`src/sv/motor_speed_cruise_controller_defines.svh`:
```
// assertion macros for the motor speed cruise controller
`ifndef MOTOR_SPEED_CRUISE_CONTROLLER_DEFINES_SVH
`define MOTOR_SPEED_CRUISE_CONTROLLER_DEFINES_SVH

`ifndef NO_ASSERTIONS

// condition that must hold at every clock edge outside reset
`define MSC_ASSERT(lbl, cond) \
    lbl: assert property (@(posedge clk) disable iff (!rst_n) (cond)) \
        else $error("controller check failed");

// condition that must hold in the cycle after the trigger
`define MSC_ASSERT_NEXT(lbl, trig, cons) \
    lbl: assert property (@(posedge clk) disable iff (!rst_n) (trig) |=> (cons)) \
        else $error("controller sequence check failed");

`else

`define MSC_ASSERT(lbl, cond)
`define MSC_ASSERT_NEXT(lbl, trig, cons)

`endif

`endif

```
`src/sv/msc_pkg.sv`:
```
// shared types, widths and command codes of the motor speed cruise controller
`default_nettype none

package msc_pkg;

    // default scaling
    localparam int PWM_FULL_SCALE_DEF   = 1500;
    localparam int SPEED_FULL_SCALE_DEF = 48;

    // field widths
    localparam int SP_W     = 12;
    localparam int MAG_W    = 11;
    localparam int DUTY_W   = 11;
    localparam int DIST_W   = 12;
    localparam int CMD_W    = 8;
    localparam int SPEED_W  = 8;
    localparam int WIN_W    = 7;
    localparam int CFG_AW   = 3;
    localparam int CFG_DW   = 32;
    localparam int IN_DW    = 24;
    localparam int OUT_DW   = 24;

    // setpoint limits and steps
    localparam int SETPOINT_LIMIT = 2000;
    localparam logic signed [SP_W-1:0] STEP_COARSE = 12'sd50;
    localparam logic signed [SP_W-1:0] STEP_FINE   = 12'sd10;

    // adaptive windows
    localparam logic [WIN_W-1:0] WIN_CLOSE_LO = 7'd30;
    localparam logic [WIN_W-1:0] WIN_CLOSE_HI = 7'd60;
    localparam logic [WIN_W-1:0] WIN_MID_LO   = 7'd60;
    localparam logic [WIN_W-1:0] WIN_MID_HI   = 7'd90;
    localparam logic [WIN_W-1:0] WIN_LONG_LO  = 7'd90;
    localparam logic [WIN_W-1:0] WIN_LONG_HI  = 7'd120;

    // danger distance after reset
    localparam logic [DIST_W-1:0] DANGER_RESET = 12'd20;

    // register index of the danger distance
    localparam logic REG_DANGER = 1'b0;

    // ascii command characters; anything else, the idle byte included, is a slow-down
    localparam logic [CMD_W-1:0] CMD_ACCEL       = 8'h41;
    localparam logic [CMD_W-1:0] CMD_DECEL       = 8'h44;
    localparam logic [CMD_W-1:0] CMD_STOP        = 8'h53;
    localparam logic [CMD_W-1:0] CMD_MODE_OFF    = 8'h4F;
    localparam logic [CMD_W-1:0] CMD_MODE_STATIC = 8'h4E;
    localparam logic [CMD_W-1:0] CMD_MODE_ADAPT  = 8'h56;
    localparam logic [CMD_W-1:0] CMD_WIN_CLOSE   = 8'h43;
    localparam logic [CMD_W-1:0] CMD_WIN_MID     = 8'h4D;
    localparam logic [CMD_W-1:0] CMD_WIN_LONG    = 8'h4C;

    typedef enum logic [1:0] {
        MODE_OFF    = 2'd0,
        MODE_STATIC = 2'd1,
        MODE_ADAPT  = 2'd2
    } mode_t;

    typedef enum logic {
        KIND_CMD  = 1'b0,
        KIND_TICK = 1'b1
    } kind_t;

    typedef struct packed {
        kind_t             kind;
        logic [CMD_W-1:0]  cmd;
        logic [DIST_W-1:0] obs_dist;
    } item_t;

    typedef struct packed {
        logic [DUTY_W-1:0] duty;
        logic              motor_on;
        logic              alarm;
        mode_t             mode;
    } status_t;

endpackage

`default_nettype wire

```
`src/sv/msc_cfg.sv`:
```
// configuration register block holding the danger distance
`default_nettype none

module msc_cfg
    import msc_pkg::*;
(
    input  wire logic              clk,
    input  wire logic              rst_n,
    input  wire logic              psel,
    input  wire logic              penable,
    input  wire logic              pwrite,
    input  wire logic [CFG_AW-1:0] paddr,
    input  wire logic [CFG_DW-1:0] pwdata,
    output logic      [CFG_DW-1:0] prdata,
    output logic                   pready,
    output logic      [DIST_W-1:0] guard_dist
);

    logic              sel_danger;
    logic              wr_en;
    logic [DIST_W-1:0] danger_reg;

    // address decode, one register, selected whenever the top address bit is zero
    assign sel_danger = (paddr[CFG_AW-1] == REG_DANGER);
    assign wr_en      = psel && penable && pwrite;
    assign pready     = 1'b1;

    // danger distance register
    always_ff @(posedge clk or negedge rst_n)
    begin
        if (!rst_n)
        begin
            danger_reg <= DANGER_RESET;
        end
        else if (wr_en && sel_danger)
        begin
            danger_reg <= pwdata[DIST_W-1:0];
        end
    end

    // read back
    assign prdata     = sel_danger ? CFG_DW'(danger_reg) : '0;
    assign guard_dist = danger_reg;

endmodule

`default_nettype wire

```
`src/sv/msc_core.sv`:
```
// setpoint, mode and window state with the per-request update
`default_nettype none

module msc_core
    import msc_pkg::*;
#(
    parameter int PWM_FULL_SCALE = PWM_FULL_SCALE_DEF
)
(
    input  wire logic              clk,
    input  wire logic              rst_n,
    input  wire logic              adv,
    input  wire logic              in_valid,
    input  wire item_t             item,
    input  wire logic [DIST_W-1:0] guard_dist,
    output status_t                status,
    output logic                   sp_neg,
    output logic      [MAG_W-1:0]  sp_mag
);

    localparam logic signed [SP_W-1:0] FULL_S = SP_W'(PWM_FULL_SCALE);
    localparam logic signed [SP_W:0]   SUM_HI = (SP_W+1)'(SETPOINT_LIMIT);
    localparam logic signed [SP_W:0]   SUM_LO = -((SP_W+1)'(SETPOINT_LIMIT));

    logic signed [SP_W-1:0] sp_reg;
    mode_t                  mode_reg;
    logic [WIN_W-1:0]       win_hi_reg;
    logic [WIN_W-1:0]       win_lo_reg;
    logic [DUTY_W-1:0]      duty_reg;
    logic                   motor_reg;
    logic                   alarm_reg;

    logic signed [SP_W-1:0] sp_next;
    mode_t                  mode_next;
    logic [WIN_W-1:0]       win_hi_next;
    logic [WIN_W-1:0]       win_lo_next;
    logic [DUTY_W-1:0]      duty_next;
    logic                   motor_next;
    logic                   alarm_next;

    logic                   in_scale;
    logic                   danger_hit;
    logic                   nudge_en;
    logic                   sp_clear;
    logic signed [SP_W-1:0] delta;
    logic signed [SP_W:0]   sum;
    logic signed [SP_W-1:0] sp_nudged;
    logic [SP_W-1:0]        sp_abs;

    status_t                status_reg;
    logic                   neg_reg;
    logic [MAG_W-1:0]       mag_reg;

    assign in_scale   = !sp_reg[SP_W-1] && (sp_reg <= FULL_S);
    assign danger_hit = (item.obs_dist <= guard_dist);

    // decode of command or tick into a setpoint step and mode/window loads
    always_comb
    begin
        nudge_en    = 1'b0;
        sp_clear    = 1'b0;
        delta       = '0;
        mode_next   = mode_reg;
        win_hi_next = win_hi_reg;
        win_lo_next = win_lo_reg;
        if (item.kind == KIND_CMD)
        begin
            unique case (item.cmd)
                CMD_ACCEL:
                begin
                    nudge_en = in_scale && (mode_reg == MODE_OFF);
                    delta    = STEP_COARSE;
                end
                CMD_DECEL:
                begin
                    nudge_en = in_scale;
                    delta    = -STEP_COARSE;
                end
                CMD_STOP:        sp_clear  = 1'b1;
                CMD_MODE_OFF:    mode_next = MODE_OFF;
                CMD_MODE_STATIC: mode_next = MODE_STATIC;
                CMD_MODE_ADAPT:  mode_next = MODE_ADAPT;
                CMD_WIN_CLOSE:
                begin
                    win_hi_next = WIN_CLOSE_HI;
                    win_lo_next = WIN_CLOSE_LO;
                end
                CMD_WIN_MID:
                begin
                    win_hi_next = WIN_MID_HI;
                    win_lo_next = WIN_MID_LO;
                end
                CMD_WIN_LONG:
                begin
                    win_hi_next = WIN_LONG_HI;
                    win_lo_next = WIN_LONG_LO;
                end
                default:
                begin
                    nudge_en = (mode_reg == MODE_OFF);
                    delta    = -STEP_FINE;
                end
            endcase
        end
        else if (mode_reg == MODE_ADAPT)
        begin
            // adaptive rule: speed up beyond the window, back off at or below its lower edge unless in danger
            if (item.obs_dist > DIST_W'(win_hi_reg))
            begin
                nudge_en = 1'b1;
                delta    = STEP_FINE;
            end
            else if ((item.obs_dist <= DIST_W'(win_lo_reg)) && !danger_hit)
            begin
                nudge_en = 1'b1;
                delta    = -STEP_FINE;
            end
        end
    end

    // saturating step of the setpoint
    always_comb
    begin
        sum = {sp_reg[SP_W-1], sp_reg} + {delta[SP_W-1], delta};
        if (!nudge_en)
        begin
            sp_nudged = sp_reg;
        end
        else if (sum > SUM_HI)
        begin
            sp_nudged = SP_W'(SUM_HI);
        end
        else if (sum < SUM_LO)
        begin
            sp_nudged = SP_W'(SUM_LO);
        end
        else
        begin
            sp_nudged = sum[SP_W-1:0];
        end
    end

    // stop command clears the setpoint; tick output: stop on danger, else clamp and drive
    always_comb
    begin
        sp_next    = sp_nudged;
        duty_next  = duty_reg;
        motor_next = motor_reg;
        alarm_next = alarm_reg;
        if (sp_clear)
        begin
            sp_next = '0;
        end
        else if (item.kind == KIND_TICK)
        begin
            if (danger_hit)
            begin
                motor_next = 1'b0;
                alarm_next = 1'b1;
            end
            else
            begin
                motor_next = 1'b1;
                alarm_next = 1'b0;
                if (sp_nudged > FULL_S)
                begin
                    sp_next = FULL_S;
                end
                else if (sp_nudged[SP_W-1])
                begin
                    sp_next = '0;
                end
                duty_next = sp_next[DUTY_W-1:0];
            end
        end
    end

    assign sp_abs = sp_next[SP_W-1] ? (~sp_next + 1'b1) : sp_next;

    // controller state
    always_ff @(posedge clk or negedge rst_n)
    begin
        if (!rst_n)
        begin
            sp_reg     <= '0;
            mode_reg   <= MODE_OFF;
            win_hi_reg <= '0;
            win_lo_reg <= '0;
            duty_reg   <= '0;
            motor_reg  <= 1'b0;
            alarm_reg  <= 1'b0;
        end
        else if (adv && in_valid)
        begin
            sp_reg     <= sp_next;
            mode_reg   <= mode_next;
            win_hi_reg <= win_hi_next;
            win_lo_reg <= win_lo_next;
            duty_reg   <= duty_next;
            motor_reg  <= motor_next;
            alarm_reg  <= alarm_next;
        end
    end

    // status stage towards the speed estimate
    always_ff @(posedge clk)
    begin
        if (adv)
        begin
            status_reg <= '{duty: duty_next, motor_on: motor_next,
                            alarm: alarm_next, mode: mode_next};
            neg_reg    <= sp_next[SP_W-1];
            mag_reg    <= sp_abs[MAG_W-1:0];
        end
    end

    assign status = status_reg;
    assign sp_neg = neg_reg;
    assign sp_mag = mag_reg;

endmodule

`default_nettype wire

```
`src/sv/msc_speed.sv`:
```
// speed estimate: setpoint times speed scale over pwm scale, toward zero
`default_nettype none

module msc_speed
    import msc_pkg::*;
#(
    parameter int PWM_FULL_SCALE   = PWM_FULL_SCALE_DEF,
    parameter int SPEED_FULL_SCALE = SPEED_FULL_SCALE_DEF
)
(
    input  wire logic               clk,
    input  wire logic               adv,
    input  wire status_t            status_in,
    input  wire logic               sp_neg,
    input  wire logic [MAG_W-1:0]   sp_mag,
    output status_t                 status_out,
    output logic      [SPEED_W-1:0] speed
);

    // reciprocal of the pwm scale, exact for every scaled magnitude
    localparam int K_W   = $clog2(SPEED_FULL_SCALE + 1);
    localparam int M_W   = MAG_W + K_W;
    localparam int P_W   = $clog2(PWM_FULL_SCALE + 1);
    localparam int SHIFT = M_W + P_W;
    localparam int R_W   = M_W + 2;
    localparam int PR_W  = M_W + R_W;
    localparam int Q_W   = PR_W - SHIFT;
    localparam logic [63:0] RECIP_WIDE =
        ((64'd1 << SHIFT) + 64'(PWM_FULL_SCALE) - 64'd1) / 64'(PWM_FULL_SCALE);
    localparam logic [R_W-1:0] RECIP = RECIP_WIDE[R_W-1:0];
    localparam logic [K_W-1:0] SCALE = K_W'(SPEED_FULL_SCALE);

    logic [M_W-1:0]     scaled_reg;
    logic               neg_reg;
    status_t            status_mid_reg;
    logic [PR_W-1:0]    prod;
    logic [Q_W-1:0]     quot;
    logic [SPEED_W-1:0] quot_low;
    logic [SPEED_W-1:0] speed_next;
    status_t            status_out_reg;
    logic [SPEED_W-1:0] speed_reg;

    // first stage: scale the magnitude
    always_ff @(posedge clk)
    begin
        if (adv)
        begin
            scaled_reg     <= M_W'(sp_mag) * M_W'(SCALE);
            neg_reg        <= sp_neg;
            status_mid_reg <= status_in;
        end
    end

    // second stage: divide by reciprocal multiply, restore the sign
    assign prod       = PR_W'(scaled_reg) * PR_W'(RECIP);
    assign quot       = prod[PR_W-1:SHIFT];
    assign quot_low   = SPEED_W'(quot);
    assign speed_next = neg_reg ? (~quot_low + 1'b1) : quot_low;

    // result register
    always_ff @(posedge clk)
    begin
        if (adv)
        begin
            status_out_reg <= status_mid_reg;
            speed_reg      <= speed_next;
        end
    end

    assign status_out = status_out_reg;
    assign speed      = speed_reg;

endmodule

`default_nettype wire

```
`src/sv/motor_speed_cruise_controller.sv`:
```
// Motor speed cruise controller. Each request on the slave stream is either a command
// byte (tuser low) or a control tick carrying a measured distance (tuser high), and
// gives exactly one status on the master stream. One request is taken every clock while
// the master side does not stall; a status appears once its request has passed the input
// register, the state update, the scaling multiply of the speed estimate and the
// reciprocal multiply into the output register. A stall on the master side holds the
// whole pipeline. After reset the setpoint, mode, windows, duty, motor and alarm are
// all zero and the danger distance is 20; the user is to write it over the register port
// only while the stream is idle, which the block itself does not enforce.
`default_nettype none

`include "motor_speed_cruise_controller_defines.svh"

module motor_speed_cruise_controller
    import msc_pkg::*;
#(
    parameter int PWM_FULL_SCALE   = PWM_FULL_SCALE_DEF,
    parameter int SPEED_FULL_SCALE = SPEED_FULL_SCALE_DEF
)
(
    input  wire logic              clk,
    input  wire logic              rst_n,
    // register port
    input  wire logic              psel,
    input  wire logic              penable,
    input  wire logic              pwrite,
    input  wire logic [CFG_AW-1:0] paddr,
    input  wire logic [CFG_DW-1:0] pwdata,
    output logic      [CFG_DW-1:0] prdata,
    output logic                   pready,
    // request stream
    input  wire logic              s_axis_tvalid,
    output logic                   s_axis_tready,
    input  wire logic [IN_DW-1:0]  s_axis_tdata,   // command_byte[7:0], distance[19:8]
    input  wire logic              s_axis_tuser,   // kind[0]
    // status stream
    output logic                   m_axis_tvalid,
    input  wire logic              m_axis_tready,
    output logic      [OUT_DW-1:0] m_axis_tdata    // duty[10:0], motor_on[11], alarm[12],
                                                   // speed_estimate[20:13], cruise_mode[22:21]
);

    logic              adv;
    logic              in_valid_reg;
    logic              s1_valid_reg;
    logic              s2_valid_reg;
    logic              out_valid_reg;
    item_t             item_reg;
    logic [DIST_W-1:0] guard_dist;
    status_t           core_status;
    logic              sp_neg;
    logic [MAG_W-1:0]  sp_mag;
    status_t           out_status;
    logic [SPEED_W-1:0] out_speed;

    // register port
    msc_cfg u_cfg (
        .clk        (clk),
        .rst_n      (rst_n),
        .psel       (psel),
        .penable    (penable),
        .pwrite     (pwrite),
        .paddr      (paddr),
        .pwdata     (pwdata),
        .prdata     (prdata),
        .pready     (pready),
        .guard_dist (guard_dist)
    );

    // whole pipeline moves unless the output register is full and stalled
    assign adv           = !out_valid_reg || m_axis_tready;
    assign s_axis_tready = adv;

    // pipeline valid flags
    always_ff @(posedge clk or negedge rst_n)
    begin
        if (!rst_n)
        begin
            in_valid_reg  <= 1'b0;
            s1_valid_reg  <= 1'b0;
            s2_valid_reg  <= 1'b0;
            out_valid_reg <= 1'b0;
        end
        else if (adv)
        begin
            in_valid_reg  <= s_axis_tvalid;
            s1_valid_reg  <= in_valid_reg;
            s2_valid_reg  <= s1_valid_reg;
            out_valid_reg <= s2_valid_reg;
        end
    end

    // input register
    always_ff @(posedge clk)
    begin
        if (adv)
        begin
            item_reg <= '{kind:     kind_t'(s_axis_tuser),
                          cmd:      s_axis_tdata[CMD_W-1:0],
                          obs_dist: s_axis_tdata[CMD_W+DIST_W-1:CMD_W]};
        end
    end

    // state update
    msc_core #(
        .PWM_FULL_SCALE (PWM_FULL_SCALE)
    ) u_core (
        .clk        (clk),
        .rst_n      (rst_n),
        .adv        (adv),
        .in_valid   (in_valid_reg),
        .item       (item_reg),
        .guard_dist (guard_dist),
        .status     (core_status),
        .sp_neg     (sp_neg),
        .sp_mag     (sp_mag)
    );

    // speed estimate and result register
    msc_speed #(
        .PWM_FULL_SCALE   (PWM_FULL_SCALE),
        .SPEED_FULL_SCALE (SPEED_FULL_SCALE)
    ) u_speed (
        .clk        (clk),
        .adv        (adv),
        .status_in  (core_status),
        .sp_neg     (sp_neg),
        .sp_mag     (sp_mag),
        .status_out (out_status),
        .speed      (out_speed)
    );

    // status packing
    assign m_axis_tvalid = out_valid_reg;
    assign m_axis_tdata  = {1'b0, out_status.mode, out_speed, out_status.alarm,
                            out_status.motor_on, out_status.duty};

    // checks
    `MSC_ASSERT(a_run_alarm_excl, !(out_valid_reg && out_status.motor_on && out_status.alarm))
    `MSC_ASSERT(a_duty_range, !out_valid_reg || (out_status.duty <= DUTY_W'(PWM_FULL_SCALE)))
    `MSC_ASSERT_NEXT(a_accept_loads, s_axis_tvalid && s_axis_tready, in_valid_reg)
    `MSC_ASSERT_NEXT(a_result_reaches_out, s2_valid_reg && adv, out_valid_reg)

endmodule

`default_nettype wire
```
`config.mk`:
```
export PLATFORM = sky130hd
export DESIGN_NAME = motor_speed_cruise_controller
export DESIGN_NICKNAME = d
export VERILOG_FILES = /design/src/sv/msc_pkg.sv /design/src/sv/msc_cfg.sv /design/src/sv/msc_core.sv /design/src/sv/msc_speed.sv /design/src/sv/motor_speed_cruise_controller.sv
export VERILOG_INCLUDE_DIRS = /design/src /design/src/sv
export SDC_FILE = /design/constraint.sdc
export NUM_CORES = 1
export LEC_CHECK = 0
export BUFFER_PORTS_ARGS = -buffer_cell sky130_fd_sc_hd__buf_4
export CORE_MARGIN = 2
export CORE_UTILIZATION = 50
export DETAILED_ROUTE_END_ITERATION = 8
export PLACE_DENSITY = 0.69
export SLEW_MARGIN = 10
export SYNTH_ARGS = -nofsm -noshare
export SYNTH_HDL_FRONTEND = slang
export SYNTH_SLANG_ARGS = --single-unit
export TNS_END_PERCENT = 100
```
`constraint.sdc`:
```
create_clock -name clk -period 8.1 [get_ports clk]
set_input_delay 1.62 -clock clk [delete_from_list [all_inputs] [get_ports clk]]
set_output_delay 1.62 -clock clk [all_outputs]
set_load 0.03 [all_outputs]
```
# --- Yosys cells after proc, flatten, opt, wreduce, memory -nomap -nowiden ---
# Cells that the tools add are included.
classes:
  mul: 2
  n_lt_le_gt_ge: 7
  add_sub_neg: 3
  n_bitwise: 4
  n_reduce_logical: 15
  eq_ne: 10
  n_mux: 36
ops:
  columns: ["operator", "count"]
  rows:
  - ["$mux W12", 12]
  - ["$eq A8 B7 Y1 const B", 9]
  - ["$mux W11", 5]
  - ["$pmux W7 S3", 2]
  - ["$pmux W12 S3", 1]
  - ["$mul A13 B18 Y31 const B", 1]
  - ["$add A12 B12 Y13", 1]
  - ["$gt A13 B12 Y1 const B", 1]
  - ["$lt A13 B12 Y1 const B", 1]
  - ["$mul A11 B2 Y13 const B", 1]
  - ["$gt A12 B12 Y1 const B", 1]
  - ["$gt A12 B7 Y1", 1]
  - ["$le A12 B12 Y1", 1]
  - ["$le A12 B12 Y1 const B", 1]
  - ["$le A12 B7 Y1", 1]
  - ["$mux W1", 12]
  - ["$add A11 B1 Y11 const B", 1]
  - ["$not A11 Y11", 1]
  - ["$add A8 B1 Y8 const B", 1]
  - ["$not A7 Y8", 1]
  - ["$logic_and A1 B1 Y1", 7]
  - ["$mux W7", 1]
  - ["$reduce_or A7 Y1", 1]
  - ["$pmux W2 S3", 1]
  - ["9 further kinds", 12]
totals:
  out_inout_bits: 59
  reg_bits: 157
  elab_cells: 110
  in_bits: 67

# --- Logic depth before layout (Yosys ltp) ---
depth:
  ltp_word: 20
  ltp_mapped: 28
  depth_no_buf: 27

# --- Hierarchy ---
# A second synthesis with hierarchy kept.
hier_totals:
  hier_cells: 1152
  hier_area_um2: 12379.4
by_module_without_submodules:
  columns: ["module", "seq_area_each_um2", "cells_each", "area_per_inst_um2", "n_inst"]
  rows:
  - ["msc_speed", 1561.5, 526, 5861.9, 1]
  - ["msc_core", 1661.6, 532, 4952.2, 1]
  - ["motor_speed_cruise_controller", 730.7, 32, 808.3, 1]
  - ["msc_cfg", 302.8, 62, 757.0, 1]

# --- Worst setup path before layout ---
# Ideal clock, no wire load.
synth_timing:
  kind: "input to output"
  startpoint: "input m_axis_tready"
  endpoint: "output s_axis_tready"
  n_path_buf: 1
  path_stages: 2
  arrival_ns: 4.811
  slack_ns: 1.669
  t_required_ns: 6.480
  path_cell_list: "nand2b_1 clkbuf_1"
synth_via:
  elab_chain_len: 1
synth_lines:
  columns: ["item", "line", "text"]
  rows:
  - ["from (decl)", "motor_speed_cruise_controller.sv:38", "input wire logic m_axis_tready,"]
  - ["$logic_or A1 B1 Y1", "motor_speed_cruise_controller.sv:71", "assign adv = !out_valid_reg || m_axis_tready;"]
  - ["to (decl)", "motor_speed_cruise_controller.sv:33", "output logic s_axis_tready,"]
# Every way passes these cells.

# --- Final worst setup path ---
layout_timing:
  startpoint: "register item_reg[11] (netlist bit)"
  endpoint: "register u_core.mag_reg[10], in the netlist u_core.sp_mag[10] (data pin)"
layout_via:
  elab_chain_len: 20
  word_cells_on_any_way: 28
  classes_between: "2 x add/sub; 6 x order compare; 17 x mux; 1 x bitwise; 2 x reduce/logical"
layout_lines:
  columns: ["item", "line", "text"]
  rows:
  - ["from (decl)", "motor_speed_cruise_controller.sv:48", "item_t item_reg;"]
  - ["from (signal assigned)", "motor_speed_cruise_controller.sv:98", "item_reg <= '{kind: kind_t'(s_axis_tuser),"]
  - ["$le A12 B12 Y1", "msc_core.sv:55", "assign danger_hit = (item.obs_dist <= guard_dist);"]
  - ["$logic_not A1 Y1", "msc_core.sv:113", "else if ((item.obs_dist <= DIST_W'(win_lo_reg)) && !danger_hit)"]
  - ["$logic_and A1 B1 Y1", "msc_core.sv:113", null]
  - ["$mux W12", "msc_core.sv:113", null]
  - ["$mux W12", "msc_core.sv:108", "if (item.obs_dist > DIST_W'(win_hi_reg))"]
  - ["$mux W12", "msc_core.sv:105", "else if (mode_reg == MODE_ADAPT)"]
  - ["$mux W12", "msc_core.sv:66", "if (item.kind == KIND_CMD)"]
  - ["$add A12 B12 Y13", "msc_core.sv:124", "sum = {sp_reg[SP_W-1], sp_reg} + {delta[SP_W-1], delta};"]
  - ["(+5 left out)", null, null]
  - ["$mux W12", "msc_core.sv:165", "if (sp_nudged > FULL_S)"]
  - ["$mux W12", "msc_core.sv:156", "if (danger_hit)"]
  - ["$mux W12 (*)", "msc_core.sv:154", "else if (item.kind == KIND_TICK)"]
  - ["$mux W12 (*)", "msc_core.sv:150", "if (sp_clear)"]
  - ["$not A11 Y11", "msc_core.sv:178", "assign sp_abs = sp_next[SP_W-1] ? (~sp_next + 1'b1) : sp_next;"]
  - ["$add A11 B1 Y11", "msc_core.sv:178", null]
  - ["$mux W11 (*)", "msc_core.sv:178", null]
  - ["named net u_core.sp_abs[10]", "msc_core.sv:48", "logic [SP_W-1:0] sp_abs;"]
  - ["to (signal assigned)", "msc_core.sv:213", "mag_reg <= sp_abs[MAG_W-1:0];"]
  - ["to (decl)", "msc_core.sv:52", "logic [MAG_W-1:0] mag_reg;"]
# Mark *: on every way through the listed nets, which the timed path passes. The rest lies on a longest branch.
# A chain may end at the register's enable or synchronous reset.

==> run summary <==
DR DRC count -> 0
CP dominant cell by count -> a21oi_1
first-pass GRT wire length -> 40,200 µm
cts repair resizes -> 0
WP data required -> 8260 ps
gr ovfl total -> 0
Largest delay share family, worst path -> compound AO/OA/AOI/OAI gates
vias per cell -> 5.40
RSZ-0062 raised after global routing -> no
Setup crit end kind -> register
WP depth -> 26
Hold Crit Class -> reg -> reg
R2R depth -> 26
Initial Utilization -> 50.9%
status -> finished, final reports clean
Slew Limit Fails -> 0
DR iter-0 viols -> 507
max reg flops -> 21
Final period util -> 85.5%
Period minus WS final -> 6920 ps
Worst-Skew Late Latency -> 420 ps
Num Clock Sinks -> 150
TritonCTS Buffers -> 17
IO Pins -> 126
largest net degree at the start of global routing -> 63
Bufs on Longest Clock Path -> 2
Die X -> 158 µm
layout cell share with drive strength beyond 1 -> 13.0%
Min-Delay Path Depth -> 0
NumNets Final -> 1,480
setup TNS -> 0 ps
post-CTS setup buffers -> 0
Die H -> 158 µm
Post-Route WL -> 23,600 µm
initial antenna violation count -> 0
number of global-route vias before repair -> 8,413
max cap viols -> 0
flops & latches, synth -> 150
syn avg cell area -> 10.6 µm²
Fmax -> 0.144 GHz
Unique masters post-synth -> 82
CTS H-tree lvls -> 4
CTS tree -> yes
Max FO, Critical Path -> 9
Total Routing Usage GR -> 20.4%
endpoints failing hold -> 0
startpoint types -> register
routed vias -> 8,252
warnings from Yosys -> 0
drt first pass iters -> 7
GPL Wtd Cong -> 0.906
top_reg_cell synth -> edfxtp_1
CTS Hold Bufs -> 0
max incr delay on CP -> 520 ps
Core ar. -> 0.0234 mm²
routed len/inst -> 15.5 µm
# setup viols final -> 0
CTS root buf -> clkbuf_16
worst path arrival time -> 7090 ps
synthesized instance count -> 1,122
register area share after synthesis -> 35.8%
row count -> 56
die area -> 0.0251 mm²
dpl hpwl -> 18,600 µm
number of synthesized flops with an enable pin -> 100
Post-Syn Area -> 0.0119 mm²
critical path type -> reg -> reg
Inserted Diodes -> 0
skew final -> 10.1 ps
Area Growth Syn to Fin -> 11.4%
Worst-path clk slew -> 60 ps
Worst Tran Pin Value -> 955 ps
I/O Buffers -> 77
antenna viol nets, final -> 0
Slew headroom -> 35.8%
fraction of registers with async set/reset -> 33.3%
Buf/Inv on CP -> 3
Crit-path slowest cell -> a211oi_1
[cells by family (layout without fill, tap and decap cells)]
group | after synthesis | in the layout | synth area share [%]
flops | 150 | 150 | 35.8
mux | 34 | 34 | 3.14
simple gates | 248 | 248 | 10.4
compound gates | 226 | 226 | 13.1
xor+xnor | 31 | 31 | 2.28
fa+ha+maj | 218 | 218 | 27.7
buf+inv | 213 | 279 | 7.58
other cells | 2 | 22 | 0.0631
[area by class of cell]
cell class	instances	area, µm²
tap	319	399
timing repair buffer	84	631
clock inverter	8	51.3
sequential	150	4260
multi-input combinational	779	6820
fill	2048	10100
inverter	163	612
clock buffer	24	482
[layer usage]
metal  track usage [%]  wire [µm]  share of wire, %
met3              3.21        859               3.6
met1              26.5      10600                45
met5                 0          0                 0
met4              8.79        816               3.5
met2              33.8      11300                48
[Yosys cell counts, types with 3 or more instances]
cell type / instances / area share, %
o21bai_1: 5 / 0.32
o21a_1: 7 / 0.44
a22oi_1: 4 / 0.25
a221o_1: 6 / 0.50
fa_1: 75 / 13
a2111oi_0: 3 / 0.22
o31a_1: 4 / 0.29
and3_1: 6 / 0.32
and2_1: 6 / 0.32
o211ai_1: 15 / 0.95
ha_1: 143 / 15
nor2_1: 66 / 2.1
dfrtp_1: 48 / 10
nor4_1: 7 / 0.37
o21ai_1: 5 / 0.21
xor2_1: 14 / 1.0
o2111ai_1: 3 / 0.22
nand4_1: 12 / 0.63
a211oi_1: 7 / 0.44
a21o_1: 13 / 0.82
mux2i_1: 7 / 0.59
nor2b_1: 12 / 0.63
a31oi_1: 10 / 0.53
buf_2: 4 / 0.17
o31ai_1: 13 / 0.82
buf_4: 22 / 1.4
a21oi_1: 42 / 1.8
nand2b_1: 17 / 0.89
nand2_1: 64 / 2.0
or3_1: 5 / 0.26
or4_1: 6 / 0.38
inv_1: 162 / 5.1
nor3_1: 7 / 0.29
or2_2: 4 / 0.21
clkbuf_1: 20 / 0.63
nand3_1: 20 / 0.84
mux2_2: 26 / 2.5
edfxtp_1: 100 / 25
a21boi_0: 4 / 0.25
a22o_1: 5 / 0.37
xnor2_1: 17 / 1.3
o21ai_0: 50 / 2.1
[placed cells by master (no fill, tap or decap), drive strengths merged, types with 7 or more instances in the layout]
cell type,synthesis,routed
nand2b,17,17
clkbuf,20,24
conb,2,22
nand2,64,64
nand3,20,20
a21o,13,13
a31oi,10,10
nor3,8,8
nor2b,12,12
edfxtp,100,100
o211ai,16,16
mux2,27,27
o21a,7,7
nor4,7,7
fa,75,75
ha,143,143
nand4,12,12
dfrtp,48,48
inv,162,162
clkinv,1,7
o31ai,13,13
o21ai,55,55
xnor2,17,17
nor2,67,67
xor2,14,14
mux2i,7,7
a211oi,7,7
buf,30,84
a21oi,43,43
[metrics by stage]
stage | hold WS (ps) | setup slack (ps) | instance area (µm²) | cells | utilization [%]
global placement | 403 | 1430 | 12700 | 1495 | 54.4
global route | 420 | 648 | 13300 | 1527 | 56.6
floorplan | 400 | 1670 | 12000 | 1142 | -
finish | 413 | 1180 | 13300 | 1527 | 56.6
detailed placement | 405 | 1350 | 12700 | 1495 | 54.4
CTS | 414 | 1270 | 13300 | 1527 | 56.6
[worst paths after layout]
path / start / end / slack, ps
min: u_core.status[4] / u_speed.status_mid_reg[4] / 410
max reg2reg: item_reg[11] / u_core.sp_mag[10] / 1180
min reg2reg: u_core.status[4] / u_speed.status_mid_reg[4] / 410
max: item_reg[11] / u_core.sp_mag[10] / 1180
max in group asynchronous: rst_n / u_core.duty_reg[6] / 6380
min in group asynchronous: rst_n / u_cfg.guard_dist[5] / 1230
Power is left out: the tool's default activity adds up to more than one toggle a clock period on the data nets, which glitch-free logic cannot reach.
